`src/sv/lr_pkg.sv`:
```
// ----------------------------------------------------------------------------
// lr_pkg
// Shared types and constants of the line rasterizer: item structs, command
// and quadrant codes, register indexes and reset values.
// ----------------------------------------------------------------------------
package lr_pkg;

  localparam int COORD_BITS  = 12;
  localparam int DIM_BITS    = COORD_BITS + 1;
  localparam int ADDR_BITS   = 26;
  localparam int COLOR_BITS  = 32;
  localparam int RGB_BITS    = 24;
  localparam int BPP_BITS    = 3;
  localparam int REG_IDX_BITS = 2;

  localparam logic CMD_START = 1'b0;
  localparam logic CMD_STEP  = 1'b1;

  localparam logic [REG_IDX_BITS-1:0] REG_SCREEN_WIDTH    = 2'd0;
  localparam logic [REG_IDX_BITS-1:0] REG_SCREEN_HEIGHT   = 2'd1;
  localparam logic [REG_IDX_BITS-1:0] REG_BYTES_PER_PIXEL = 2'd2;

  localparam logic [DIM_BITS-1:0] RST_SCREEN_WIDTH    = 13'd1024;
  localparam logic [DIM_BITS-1:0] RST_SCREEN_HEIGHT   = 13'd768;
  localparam logic [BPP_BITS-1:0] RST_BYTES_PER_PIXEL = 3'd4;
  localparam logic [BPP_BITS-1:0] BPP_24BIT           = 3'd3;

  // walk direction pairs: primary move on error >= 0, secondary otherwise
  typedef enum logic [1:0] {
    Q_RD = 2'd0,  // x+1 / y+1
    Q_DL = 2'd1,  // y+1 / x-1
    Q_LU = 2'd2,  // x-1 / y-1
    Q_UR = 2'd3   // y-1 / x+1
  } quad_t;

  typedef struct packed {
    logic                  command;
    logic [COORD_BITS-1:0] x_start;
    logic [COORD_BITS-1:0] y_start;
    logic [COORD_BITS-1:0] x_end;
    logic [COORD_BITS-1:0] y_end;
    logic [COLOR_BITS-1:0] line_color;
  } in_item_t;

  typedef struct packed {
    logic [COORD_BITS-1:0] pixel_x;
    logic [COORD_BITS-1:0] pixel_y;
    logic [ADDR_BITS-1:0]  byte_address;
    logic [COLOR_BITS-1:0] pixel_color;
    logic                  on_screen;
    logic                  last;
  } out_item_t;

  // classified command as queued between front and back
  typedef struct packed {
    logic                  cmd;
    logic [COORD_BITS-1:0] x0;
    logic [COORD_BITS-1:0] y0;
    logic [COORD_BITS-1:0] dx;
    logic [COORD_BITS-1:0] dy;
    logic [DIM_BITS-1:0]   steps;
    quad_t                 quad;
    logic [COLOR_BITS-1:0] color;
  } cmd_t;

  // pixel leaving the walker
  typedef struct packed {
    logic [COORD_BITS-1:0] x;
    logic [COORD_BITS-1:0] y;
    logic [COLOR_BITS-1:0] color;
    logic                  on_screen;
    logic                  last;
  } pix_t;

endpackage

```
`src/sv/lr_front.sv`:
```
// ----------------------------------------------------------------------------
// lr_front
// Accepts input items and classifies start commands: deltas, step count
// and walk quadrant, then pushes the command into the queue.
// ----------------------------------------------------------------------------
module lr_front
  import lr_pkg::*;
(
  input  logic     in_valid,
  input  in_item_t in_data,
  output logic     in_stall,
  input  logic     q_ready,
  output logic     q_push,
  output cmd_t     q_entry
);

  logic [COORD_BITS-1:0] dx;
  logic [COORD_BITS-1:0] dy;
  quad_t                 quad;

  always_comb begin
    dx = (in_data.x_end >= in_data.x_start) ? in_data.x_end - in_data.x_start
                                            : in_data.x_start - in_data.x_end;
    dy = (in_data.y_end >= in_data.y_start) ? in_data.y_end - in_data.y_start
                                            : in_data.y_start - in_data.y_end;
    if (in_data.x_end == in_data.x_start) begin
      quad = (in_data.y_end >= in_data.y_start) ? Q_DL : Q_UR;
    end else if (in_data.x_end > in_data.x_start) begin
      quad = (in_data.y_end >= in_data.y_start) ? Q_RD : Q_UR;
    end else begin
      quad = (in_data.y_end > in_data.y_start) ? Q_DL : Q_LU;
    end
  end

  assign in_stall = !q_ready;
  assign q_push   = in_valid && q_ready;

  always_comb begin
    q_entry.cmd   = in_data.command;
    q_entry.x0    = in_data.x_start;
    q_entry.y0    = in_data.y_start;
    q_entry.dx    = dx;
    q_entry.dy    = dy;
    q_entry.steps = {1'b0, dx} + {1'b0, dy};
    q_entry.quad  = quad;
    q_entry.color = in_data.line_color;
  end

endmodule

```
`src/sv/lr_queue.sv`:
```
// ----------------------------------------------------------------------------
// lr_queue
// Small command queue between the front and the walker.
// ----------------------------------------------------------------------------
module lr_queue
  import lr_pkg::*;
#(
  parameter int DEPTH = 2
)
(
  input  logic clk,
  input  logic rst_n,
  input  logic push,
  input  cmd_t push_data,
  output logic ready,
  input  logic pop,
  output logic pop_valid,
  output cmd_t pop_data
);

  localparam int PTR_W = (DEPTH > 1) ? $clog2(DEPTH) : 1;
  localparam int CNT_W = $clog2(DEPTH + 1);

  cmd_t             mem [DEPTH];
  logic [PTR_W-1:0] wr_ptr_r, wr_ptr_nxt;
  logic [PTR_W-1:0] rd_ptr_r, rd_ptr_nxt;
  logic [CNT_W-1:0] count_r, count_nxt;
  logic             do_push, do_pop;

  assign ready     = (count_r != CNT_W'(DEPTH));
  assign pop_valid = (count_r != '0);
  assign do_push   = push && ready;
  assign do_pop    = pop && pop_valid;
  assign pop_data  = mem[rd_ptr_r];

  always_comb begin
    wr_ptr_nxt = wr_ptr_r;
    rd_ptr_nxt = rd_ptr_r;
    count_nxt  = count_r;
    if (do_push) begin
      wr_ptr_nxt = (wr_ptr_r == PTR_W'(DEPTH - 1)) ? '0 : wr_ptr_r + 1'b1;
    end
    if (do_pop) begin
      rd_ptr_nxt = (rd_ptr_r == PTR_W'(DEPTH - 1)) ? '0 : rd_ptr_r + 1'b1;
    end
    if (do_push && !do_pop) begin
      count_nxt = count_r + 1'b1;
    end else if (do_pop && !do_push) begin
      count_nxt = count_r - 1'b1;
    end
  end

  always_ff @(posedge clk) begin
    if (!rst_n) begin
      wr_ptr_r <= '0;
      rd_ptr_r <= '0;
      count_r  <= '0;
    end else begin
      wr_ptr_r <= wr_ptr_nxt;
      rd_ptr_r <= rd_ptr_nxt;
      count_r  <= count_nxt;
    end
  end

  always_ff @(posedge clk) begin
    if (do_push) begin
      mem[wr_ptr_r] <= push_data;
    end
  end

endmodule

```
`src/sv/lr_back.sv`:
```
// ----------------------------------------------------------------------------
// lr_back
// Line walker: holds the active line, takes queued commands and steps the
// error term, producing one pixel per step with clipping and last flag.
// ----------------------------------------------------------------------------
module lr_back
  import lr_pkg::*;
(
  input  logic                clk,
  input  logic                rst_n,
  input  logic                q_valid,
  input  cmd_t                q_data,
  output logic                q_pop,
  input  logic                bpp3,
  input  logic [DIM_BITS-1:0] scr_w,
  input  logic [DIM_BITS-1:0] scr_h,
  output logic                pix_valid,
  output pix_t                pix_data,
  input  logic                pix_ready
);

  logic [COORD_BITS-1:0]      cur_x_r, cur_x_nxt;
  logic [COORD_BITS-1:0]      cur_y_r, cur_y_nxt;
  logic signed [DIM_BITS-1:0] err_r, err_nxt;
  logic [COORD_BITS-1:0]      dx_r, dx_nxt;
  logic [COORD_BITS-1:0]      dy_r, dy_nxt;
  logic [DIM_BITS-1:0]        steps_r, steps_nxt;
  quad_t                      quad_r, quad_nxt;
  logic [COLOR_BITS-1:0]      color_r, color_nxt;
  logic                       pix_v_r, pix_v_nxt;
  pix_t                       pix_r, pix_nxt;
  logic                       slot_free;
  logic                       emit;
  logic                       up;
  logic signed [DIM_BITS-1:0] sdx, sdy;

  assign slot_free = !pix_v_r || pix_ready;
  assign up        = !err_r[DIM_BITS-1];
  assign sdx       = $signed({1'b0, dx_r});
  assign sdy       = $signed({1'b0, dy_r});

  always_comb begin
    cur_x_nxt = cur_x_r;
    cur_y_nxt = cur_y_r;
    err_nxt   = err_r;
    dx_nxt    = dx_r;
    dy_nxt    = dy_r;
    steps_nxt = steps_r;
    quad_nxt  = quad_r;
    color_nxt = color_r;
    q_pop     = 1'b0;
    emit      = 1'b0;
    if (q_valid) begin
      if (q_data.cmd == CMD_START) begin
        q_pop     = 1'b1;
        cur_x_nxt = q_data.x0;
        cur_y_nxt = q_data.y0;
        err_nxt   = '0;
        dx_nxt    = q_data.dx;
        dy_nxt    = q_data.dy;
        steps_nxt = q_data.steps;
        quad_nxt  = q_data.quad;
        color_nxt = q_data.color;
      end else if (steps_r == '0) begin
        // step with no active line is dropped
        q_pop = 1'b1;
      end else if (slot_free) begin
        q_pop     = 1'b1;
        emit      = 1'b1;
        steps_nxt = steps_r - 1'b1;
        case (quad_r)
          Q_RD: begin
            if (up) begin
              cur_x_nxt = cur_x_r + 1'b1;
              err_nxt   = err_r - sdy;
            end else begin
              cur_y_nxt = cur_y_r + 1'b1;
              err_nxt   = err_r + sdx;
            end
          end
          Q_DL: begin
            if (up) begin
              cur_y_nxt = cur_y_r + 1'b1;
              err_nxt   = err_r - sdx;
            end else begin
              cur_x_nxt = cur_x_r - 1'b1;
              err_nxt   = err_r + sdy;
            end
          end
          Q_LU: begin
            if (up) begin
              cur_x_nxt = cur_x_r - 1'b1;
              err_nxt   = err_r - sdy;
            end else begin
              cur_y_nxt = cur_y_r - 1'b1;
              err_nxt   = err_r + sdx;
            end
          end
          default: begin
            if (up) begin
              cur_y_nxt = cur_y_r - 1'b1;
              err_nxt   = err_r - sdx;
            end else begin
              cur_x_nxt = cur_x_r + 1'b1;
              err_nxt   = err_r + sdy;
            end
          end
        endcase
      end
    end
  end

  always_comb begin
    pix_nxt   = pix_r;
    pix_v_nxt = pix_v_r;
    if (emit) begin
      pix_v_nxt         = 1'b1;
      pix_nxt.x         = cur_x_r;
      pix_nxt.y         = cur_y_r;
      pix_nxt.color     = bpp3 ? {{(COLOR_BITS - RGB_BITS){1'b0}}, color_r[RGB_BITS-1:0]}
                               : color_r;
      pix_nxt.on_screen = (DIM_BITS'(cur_x_r) < scr_w) && (DIM_BITS'(cur_y_r) < scr_h);
      pix_nxt.last      = (steps_r == DIM_BITS'(1));
    end else if (pix_ready) begin
      pix_v_nxt = 1'b0;
    end
  end

  always_ff @(posedge clk) begin
    if (!rst_n) begin
      steps_r <= '0;
      pix_v_r <= 1'b0;
    end else begin
      steps_r <= steps_nxt;
      pix_v_r <= pix_v_nxt;
    end
  end

  always_ff @(posedge clk) begin
    cur_x_r <= cur_x_nxt;
    cur_y_r <= cur_y_nxt;
    err_r   <= err_nxt;
    dx_r    <= dx_nxt;
    dy_r    <= dy_nxt;
    quad_r  <= quad_nxt;
    color_r <= color_nxt;
    pix_r   <= pix_nxt;
  end

  assign pix_valid = pix_v_r;
  assign pix_data  = pix_r;

`ifndef ASSERT_OFF
  a_step_count: assert property (@(posedge clk) disable iff (!rst_n)
    emit |=> (steps_r == $past(steps_r) - 1'b1))
    else $error("step count did not drop by one on a pixel");

  a_start_load: assert property (@(posedge clk) disable iff (!rst_n)
    (q_valid && q_pop && q_data.cmd == CMD_START) |=>
      (steps_r == $past(q_data.steps) && err_r == '0))
    else $error("start command did not load the line");

  a_pix_hold: assert property (@(posedge clk) disable iff (!rst_n)
    (pix_v_r && !pix_ready) |=> (pix_v_r && $stable(pix_r)))
    else $error("pending pixel changed while stalled");

  a_no_emit_idle: assert property (@(posedge clk) disable iff (!rst_n)
    emit |-> (steps_r != '0 && q_data.cmd == CMD_STEP))
    else $error("pixel emitted without an active line");
`endif

endmodule

```
`src/sv/lr_addr.sv`:
```
// ----------------------------------------------------------------------------
// lr_addr
// Framebuffer address pipeline: row times stride plus column, then scaled
// by the pixel size, ending in the output register.
// ----------------------------------------------------------------------------
module lr_addr
  import lr_pkg::*;
(
  input  logic                clk,
  input  logic                rst_n,
  input  logic                bpp3,
  input  logic [DIM_BITS-1:0] scr_w,
  input  logic                pix_valid,
  input  pix_t                pix_data,
  output logic                pix_ready,
  output logic                out_valid,
  output out_item_t           out_data,
  input  logic                out_stall
);

  logic                          a_v_r, a_v_nxt;
  pix_t                          a_pix_r;
  logic [ADDR_BITS-1:0]          a_lin_r;
  logic [COORD_BITS+DIM_BITS-1:0] prod;
  logic                          o_v_r, o_v_nxt;
  out_item_t                     o_r;
  logic                          o_free;
  logic                          a_load;
  logic                          o_load;
  logic [ADDR_BITS-1:0]          addr;

  assign o_free    = !o_v_r || !out_stall;
  assign pix_ready = !a_v_r || o_free;
  assign a_load    = pix_valid && pix_ready;
  assign o_load    = a_v_r && o_free;

  assign prod = pix_data.y * scr_w;
  // 3 bytes: lin*2 + lin, any other size: lin*4
  assign addr = bpp3 ? ({a_lin_r[ADDR_BITS-2:0], 1'b0} + a_lin_r)
                     : {a_lin_r[ADDR_BITS-3:0], 2'b00};

  always_comb begin
    a_v_nxt = a_v_r;
    if (a_load) begin
      a_v_nxt = 1'b1;
    end else if (o_free) begin
      a_v_nxt = 1'b0;
    end
    o_v_nxt = o_v_r;
    if (o_load) begin
      o_v_nxt = 1'b1;
    end else if (!out_stall) begin
      o_v_nxt = 1'b0;
    end
  end

  always_ff @(posedge clk) begin
    if (!rst_n) begin
      a_v_r <= 1'b0;
      o_v_r <= 1'b0;
    end else begin
      a_v_r <= a_v_nxt;
      o_v_r <= o_v_nxt;
    end
  end

  always_ff @(posedge clk) begin
    if (a_load) begin
      a_pix_r <= pix_data;
      a_lin_r <= ADDR_BITS'(prod) + ADDR_BITS'(pix_data.x);
    end
    if (o_load) begin
      o_r.pixel_x      <= a_pix_r.x;
      o_r.pixel_y      <= a_pix_r.y;
      o_r.byte_address <= addr;
      o_r.pixel_color  <= a_pix_r.color;
      o_r.on_screen    <= a_pix_r.on_screen;
      o_r.last         <= a_pix_r.last;
    end
  end

  assign out_valid = o_v_r;
  assign out_data  = o_r;

endmodule

```
`src/sv/line_rasterizer_with_pixel_address.sv`:
```
// A step item passes the queue, the walker, the address and output registers.
// Throughput while not stalled: one item per cycle; the walker does one error
// update and the address pipeline (multiply, then scale) one pixel per cycle.
// Start items and steps with no active line produce no result.
// Reset: synchronous, clears the queue, the active line and the output,
// and sets the screen to 1024x768 at 4 bytes per pixel.
// ----------------------------------------------------------------------------
// line_rasterizer_with_pixel_address
// Four-connected line walker with clipping and framebuffer byte address.
// ----------------------------------------------------------------------------
module line_rasterizer_with_pixel_address
  import lr_pkg::*;
#(
  parameter int QUEUE_DEPTH = 2
)
(
  input  logic                    clk,
  input  logic                    rst_n,
  input  logic                    in_valid,
  input  in_item_t                in_data,
  output logic                    in_stall,
  output logic                    out_valid,
  output out_item_t               out_data,
  input  logic                    out_stall,
  input  logic                    cfg_valid,
  output logic                    cfg_ready,
  input  logic [REG_IDX_BITS-1:0] cfg_index,
  input  logic [DIM_BITS-1:0]     cfg_data
);

  logic [DIM_BITS-1:0] scr_w_r, scr_w_nxt;
  logic [DIM_BITS-1:0] scr_h_r, scr_h_nxt;
  logic [BPP_BITS-1:0] bpp_r, bpp_nxt;
  logic                bpp3;

  logic q_ready, q_push, q_pop, q_valid;
  cmd_t q_entry, q_head;
  logic pix_valid, pix_ready;
  pix_t pix_data;

  assign cfg_ready = 1'b1;
  assign bpp3      = (bpp_r == BPP_24BIT);

  always_comb begin
    scr_w_nxt = scr_w_r;
    scr_h_nxt = scr_h_r;
    bpp_nxt   = bpp_r;
    if (cfg_valid) begin
      case (cfg_index)
        REG_SCREEN_WIDTH:    scr_w_nxt = cfg_data;
        REG_SCREEN_HEIGHT:   scr_h_nxt = cfg_data;
        REG_BYTES_PER_PIXEL: bpp_nxt   = cfg_data[BPP_BITS-1:0];
        default: begin
        end
      endcase
    end
  end

  always_ff @(posedge clk) begin
    if (!rst_n) begin
      scr_w_r <= RST_SCREEN_WIDTH;
      scr_h_r <= RST_SCREEN_HEIGHT;
      bpp_r   <= RST_BYTES_PER_PIXEL;
    end else begin
      scr_w_r <= scr_w_nxt;
      scr_h_r <= scr_h_nxt;
      bpp_r   <= bpp_nxt;
    end
  end

  lr_front u_front (
    .in_valid (in_valid),
    .in_data  (in_data),
    .in_stall (in_stall),
    .q_ready  (q_ready),
    .q_push   (q_push),
    .q_entry  (q_entry)
  );

  lr_queue #(
    .DEPTH (QUEUE_DEPTH)
  ) u_queue (
    .clk       (clk),
    .rst_n     (rst_n),
    .push      (q_push),
    .push_data (q_entry),
    .ready     (q_ready),
    .pop       (q_pop),
    .pop_valid (q_valid),
    .pop_data  (q_head)
  );

  lr_back u_back (
    .clk       (clk),
    .rst_n     (rst_n),
    .q_valid   (q_valid),
    .q_data    (q_head),
    .q_pop     (q_pop),
    .bpp3      (bpp3),
    .scr_w     (scr_w_r),
    .scr_h     (scr_h_r),
    .pix_valid (pix_valid),
    .pix_data  (pix_data),
    .pix_ready (pix_ready)
  );

  lr_addr u_addr (
    .clk       (clk),
    .rst_n     (rst_n),
    .bpp3      (bpp3),
    .scr_w     (scr_w_r),
    .pix_valid (pix_valid),
    .pix_data  (pix_data),
    .pix_ready (pix_ready),
    .out_valid (out_valid),
    .out_data  (out_data),
    .out_stall (out_stall)
  );

endmodule
```
`config.mk`:
```
export PLATFORM = sky130hd
export DESIGN_NAME = line_rasterizer_with_pixel_address
export DESIGN_NICKNAME = d
export VERILOG_FILES = /design/src/sv/lr_pkg.sv /design/src/sv/lr_front.sv /design/src/sv/lr_queue.sv /design/src/sv/lr_back.sv /design/src/sv/lr_addr.sv /design/src/sv/line_rasterizer_with_pixel_address.sv
export SDC_FILE = /design/constraint.sdc
export NUM_CORES = 1
export LEC_CHECK = 0
export BUFFER_PORTS_ARGS = -buffer_cell sky130_fd_sc_hd__buf_2
export CAP_MARGIN = 20
export CORE_MARGIN = 3
export CORE_UTILIZATION = 60
export CTS_CLUSTER_DIAMETER = 40
export CTS_CLUSTER_SIZE = 16
export DETAILED_ROUTE_END_ITERATION = 12
export MAX_ROUTING_LAYER = met4
export PLACE_DENSITY = 0.9
export RECOVER_POWER = 50
export SETUP_SLACK_MARGIN = 0.3
export SLEW_MARGIN = 10
export SYNTH_ARGS = -nofsm -noshare
export SYNTH_HDL_FRONTEND = slang
export SYNTH_SLANG_ARGS = --single-unit
```
`constraint.sdc`:
```
create_clock -name clk -period 17.1 [get_ports clk]
set_input_delay 3.42 -clock clk [delete_from_list [all_inputs] [get_ports clk]]
set_output_delay 3.42 -clock clk [all_outputs]
set_load 0.03 [all_outputs]
```
---- Word-level counts from Yosys, hierarchy flattened ----
Memory sizes are Yosys's and may differ from the RTL's. A register that Yosys moved wholly into a read port is not among the register bits.
Index checks and enable logic that the tools add are counted.
operators by class
  $add $sub $neg .......................... 20
  $mul .................................... 1
  div/mod/pow operators ................... 0
  $lt $le $gt $ge ......................... 6
  equal/unequal tests ..................... 19
  shift-type cells ........................ 0
  multiplexer cells ....................... 53
  bitwise logic cells ..................... 1
  reductions and logical operators ........ 33
operators by type and width
  kind                                                                    number
  12-bit two-way mux                                                      16
  13-bit two-way mux                                                      8
  12-bit one-hot mux with 3 select lines                                  2
  12-bit subtractor                                                       4
  13-bit adder                                                            2
  25-bit by 12-bit adder with 26-bit output                               1
  26-bit adder                                                            1
  12-bit by 13-bit < comparator with 1-bit output                         2
  26-bit two-way mux                                                      1
  13-bit subtractor                                                       2
  12-bit by 13-bit multiplier with 25-bit output                          1
  12-bit by 1-bit adder with 12-bit output, second input constant         2
  12-bit >= comparator                                                    2
  12-bit greater-than comparator                                          2
  12-bit by 1-bit subtractor with 12-bit output, second input constant    2
  1-bit two-way mux                                                       19
  3-bit inequality test, second input constant                            6
  2-bit two-way mux                                                       7
  7-bit AND reduction                                                     2
  12-bit by 12-bit adder with 13-bit output                               1
  13-bit by 1-bit equality test with 1-bit output, second input constant  1
  13-bit logical NOT                                                      1
  13-bit by 1-bit subtractor with 13-bit output, second input constant    1
  12-bit equality test                                                    1
  other kinds (18)                                                        46
storage, ports and cells
  register bits ........................... 370
  bits in latches ......................... 0
  bits in writable memories ............... 192
  bits in read-only memories .............. 0
  bits of input ports ..................... 101
  output and inout bits ................... 87
  word-level logic and storage cells ...... 170
  memories kept ........................... 1
memories
  name         words  width  rd ports  clocked after Yosys merged registers in  wr ports  RTL line        text
  u_queue.mem  2      96     1         1                                        1         lr_queue.sv:24  cmd_t mem [DEPTH];

---- Depth between registers and ports, before layout ----
  word-level depth ........................ 12
  mapped depth ............................ 20
  mapped depth without buffers ............ 19

---- Hierarchy ----
Synthesis repeated with hierarchy kept, for this count alone.
second synthesis, totals
  cell total of the unflattened synthesis .. 2746
  area total of the unflattened synthesis .. 33238.1 um^2
by module, submodules not included
  module                              instances  cells an instance  area each (um^2)  seq. area each (um^2)
  lr_addr                             1          1119               12650.9           5084.9
  lr_back                             1          724                8742.1            4874.7
  lr_queue                            1          323                7332.0            5865.6
  lr_front                            1          463                3354.5            0.0
  line_rasterizer_with_pixel_address  1          117                1158.6            580.6

---- Worst setup path before layout ----
OpenSTA, ideal clock, no wires.
  path kind ............................... in2reg
  start ................................... input out_stall
  end ..................................... register u_addr.o_r, in the netlist u_addr.out_data[0] (enable)
  setup time .............................. 0.654 ns
  data arrival time ....................... 9.521 ns
  required time ........................... 16.446 ns
  slack ................................... 6.925 ns
  stages .................................. 1
  path buffers ............................ 0
  path through ............................ a21boi_0
on the way
  longest elaborated chain between the ends .. 3
RTL lines
  element            RTL line                                  text
  from (decl)        line_rasterizer_with_pixel_address.sv:24  input logic out_stall,
  1-bit logical NOT  lr_addr.sv:32                             assign o_free = !o_v_r || !out_stall;
  1-bit logical OR   lr_addr.sv:32
  1-bit logical AND  lr_addr.sv:35                             assign o_load = a_v_r && o_free;
  to (decl)          lr_addr.sv:26                             out_item_t o_r;
No other way between the ends.
A chain may end at the register's enable or synchronous reset.

==> flow_metrics.tcl <==
set metrics [dict create \
    postCtsSetupRepairBufs 0 \
    root_buffer "clkbuf_16" \
    fmax_mhz 133 \
    worstPathRequired_ns 17.46 \
    finalNonFillerCells 3613 \
    die_y_um 236 \
    vdd_drop_max_mv 0.153 \
    maxCapViolations 10 \
    drc 0 \
    dp_hpwl_um 52300 \
    ys_top_cells_by_area "edfxtp_1 (49%), ha_1 (8.6%), fa_1 (8.3%)" \
    synth_cells 2673 \
    p_switching_w 0.00234 \
    gr-usage-met3 0.0404 \
    p_seq_frac 0.358 \
    synth_fp_nets 3123 \
    hp-class "reg2reg" \
    wl_per_cell_um 20.2 \
    synth.avg_cell_area_sq_um 11.8 \
    clockPowerShare 0.260 \
    outcome "finished with violations" \
    antenna_found_initial 3 \
    via_per_inst 5.90 \
    clock_skew_ns 0.0414 \
    worst_slew_pin_slew_ns 3.83 \
    drtIter0Drc 1983 \
    grt_max_degree 74 \
    hold_depth 0 \
    ioPinCount 188 \
    grt_pass1_wl_um 115000 \
    yosysSeqAreaShare 0.518 \
    synth_commonest_cells "edfxtp_1 (513), inv_1 (315), nand2_1 (222), ha_1 (218), a21oi_1 (133)" \
    busiest_layer "met2" \
    p_sw_frac 0.378 \
    synth_edf_count 513 \
    yosysMostFrequentCell "edfxtp_1" \
    final_antenna_net_count 0 \
    grt_use_met2 0.457 \
    yosys.area.top_type_share 0.487 \
    slew_viol_final 447 \
    holdBufCountCts 0 \
    vias 21325 \
    cts_tree "done" \
    die-area_sq_mm 0.0555 \
    cts_sinks 563 \
    first_global_vias 21928 \
    cp_max_fo 19 \
    drive_gt1_frac 0.106 \
    synth_area_sq_mm 0.0317 \
    maxSlewHeadroom -1.55 \
    critical_path_class "in2reg" \
    hold_viol_final 0 \
    totalWireLength_um 73000 \
    synth_cell_types 81 \
    cts_buffers 76 \
    violations "max-capacitance violations, max-slew violations" \
    cp_data_arrival_time_ns 7.87 \
    core-area_sq_mm 0.0517 \
    start_util 0.612 \
    met1_usage 0.316 \
    r2r.worst_path.cells 8 \
    comb_power_share 0.382 \
    cts-resized-gates 0 \
    p_leak_nw 14.6 \
    syn_to_final_growth_pct 13.2 \
    port_buffers 186 \
    synthFlopType "edfxtp_1" \
    yosysWarnings 0 \
    crit_path_end_kind "flop" \
    final_nets 3316 \
    min_period_ns 7.51 \
    p_int_w 0.00385 \
    gp_congestion 0.953 \
    htreeDepth 3 \
    rows 83 \
    synth_top_area_cell "edfxtp_1" \
    clock_path_buffers 3 \
    cp-start-kind "input pin" \
    setup_tns_ns 0 \
    p_per_area_mw_per_mm2 173 \
    ys_seq_elements 563 \
    ys_async_sr_fraction 0 \
    fin_util 0.693 \
    die_w_um 236 \
    timing.final.crit_share 0.439 \
    grt-ovfl-total 0 \
    drtPass1Iterations 8 \
    path_clk_slew_ns 0.06 \
    finalSetupViolations 0 \
    rsz0062_at_grt "false" \
    clock_latency_ns 0.62 \
    grt_usage 0.267 \
    dp_cells 3467 \
]
==> stage by stage <==
step | total power (W) | setup WS (ns) | instance area, sq um | hold slack, ns
6_report | 0.00619 | 9.59 | 35800 | 0.416
4_1_cts | 0.00616 | 9.72 | 35900 | 0.417
2_1_floorplan | 0.00390 | 6.93 | 31700 | 0.400
3_3_place_gp | 0.00436 | 9.12 | 33300 | 0.401
5_1_grt | 0.00652 | 9.26 | 35800 | 0.422
3_5_place_dp | 0.00451 | 9.09 | 33300 | 0.405
==> power by group through the flow <==
stage	combinational, W	sequential, W	clock, W
final	0.00237	0.00221	0.00161
after global routing	0.00260	0.00224	0.00169
after CTS	0.00234	0.00220	0.00163
after detailed placement	0.00229	0.00222	0
after global placement	0.00216	0.00220	0
after floorplan	0.00173	0.00217	0
==> critical path, stage by stage <==
cell	delay [ns]
clkbuf_1	0.15
ha_1	0.20
inv_1	0.06
fa_1	0.41
a21oi_1	0.26
o221ai_1	0.25
a31oi_1	0.31
o211ai_2	0.39
nand4b_1	0.24
o21ai_1	0.10
xnor2_1	0.43
ha_1	0.37
o21a_1	0.20
o21ai_0	0.21
a21oi_1	0.09
o21a_1	0.23
o311a_1	0.32
o22a_1	0.21
==> path summary, 6_finish.rpt <==
kind                                              startpoint                      endpoint  slack, ns
worst min register to register  u_back.pix_data[8]$_DFFE_PP_   u_addr.a_pix_r[8]$_DFFE_PP_       0.42
worst max-delay path                             in_data[68]  u_queue.mem[1][46]$_DFFE_PP_       9.59
worst min-delay path            u_back.pix_data[8]$_DFFE_PP_   u_addr.a_pix_r[8]$_DFFE_PP_       0.42
worst max register to register                          flop   u_back.cur_x_r[8]$_DFFE_PP_      10.14
==> sequential cells by signal (all words and copies together), names as in the netlist, named ones only <==
signal            count
u_queue.mem         192
u_addr.out_data      84
u_addr.a_pix_r       58
u_back.pix_data      58
u_back.color_r       32
u_addr.a_lin_r       26
scr_h_r              13
scr_w_r              13
u_back.err_r         13
u_back.steps_r       13
u_back.cur_x_r       12
u_back.cur_y_r       12
u_back.dx_r          12
u_back.dy_r          12
bpp_r                 3
u_back.quad_r         2
u_queue.count_r       2
u_addr.a_v_r          1
u_addr.out_valid      1
u_back.pix_valid      1
u_queue.rd_ptr_r      1
u_queue.wr_ptr_r      1
==> final cells by class <==
cell class                      count  area [sq um]
Clock buffer                       79          1930
Inverter                          316          1190
Timing Repair Buffer              203           978
Antenna cell                        4          10.0
Sequential cell                   563         16400
Fill cell                        3470         15900
Tap cell                          680           851
Multi-Input combinational cell   1706         13700
Clock inverter                     62           722
==> cells in the final DEF (no fill, tap or decap), types with 8 or more instances in the layout <==
cell type and count:
or3_1 18, edfxtp_1 513, buf_2 140, a211oi_1 26, ha_1 218, xor2_1 42
a31oi_1 17, dfxtp_1 50, o21ai_1 46, clkinv_8 11, o21ai_0 84, a22oi_1 16
a21oi_1 133, o211ai_1 19, nand2b_1 21, a21boi_0 25, o21a_1 12, and2_1 89
and2_0 12, nand3b_1 11, a21o_1 56, clkbuf_1 54, nand2_1 222, nand4_1 9
inv_1 314, buf_4 11, nor2_1 124, xnor2_1 53, mux2_1 62, o31ai_1 8
inv_6 14, nor3_1 46, o21bai_1 11, clkbuf_16 77, mux2i_1 38, nand3_1 17
nor2b_1 23, fa_1 131, and3_1 10
==> per-layer routing <==
layer  vias to the layer above  part of all wire
met1                     10369              0.39
met2                       915              0.51
met3                       218             0.059
met5                         -                 0
met4                         0             0.040
li1                       9823                 -
==> logic make-up (layout without fill, tap and decap cells) <==
family | after synthesis | in the layout | synth area share
AOI/OAI and AO/OA | 512 | 512 | 0.102
DFF | 563 | 563 | 0.518
muxes | 106 | 106 | 0.0365
buffers and inverters | 404 | 660 | 0.0482
xor gates and xnor gates | 95 | 95 | 0.0263
other | 1 | 5 | 0.000118
and+or+nand+nor | 643 | 643 | 0.0993
adders and majority gates | 349 | 349 | 0.169
Power figures use the tool's default switching activity.
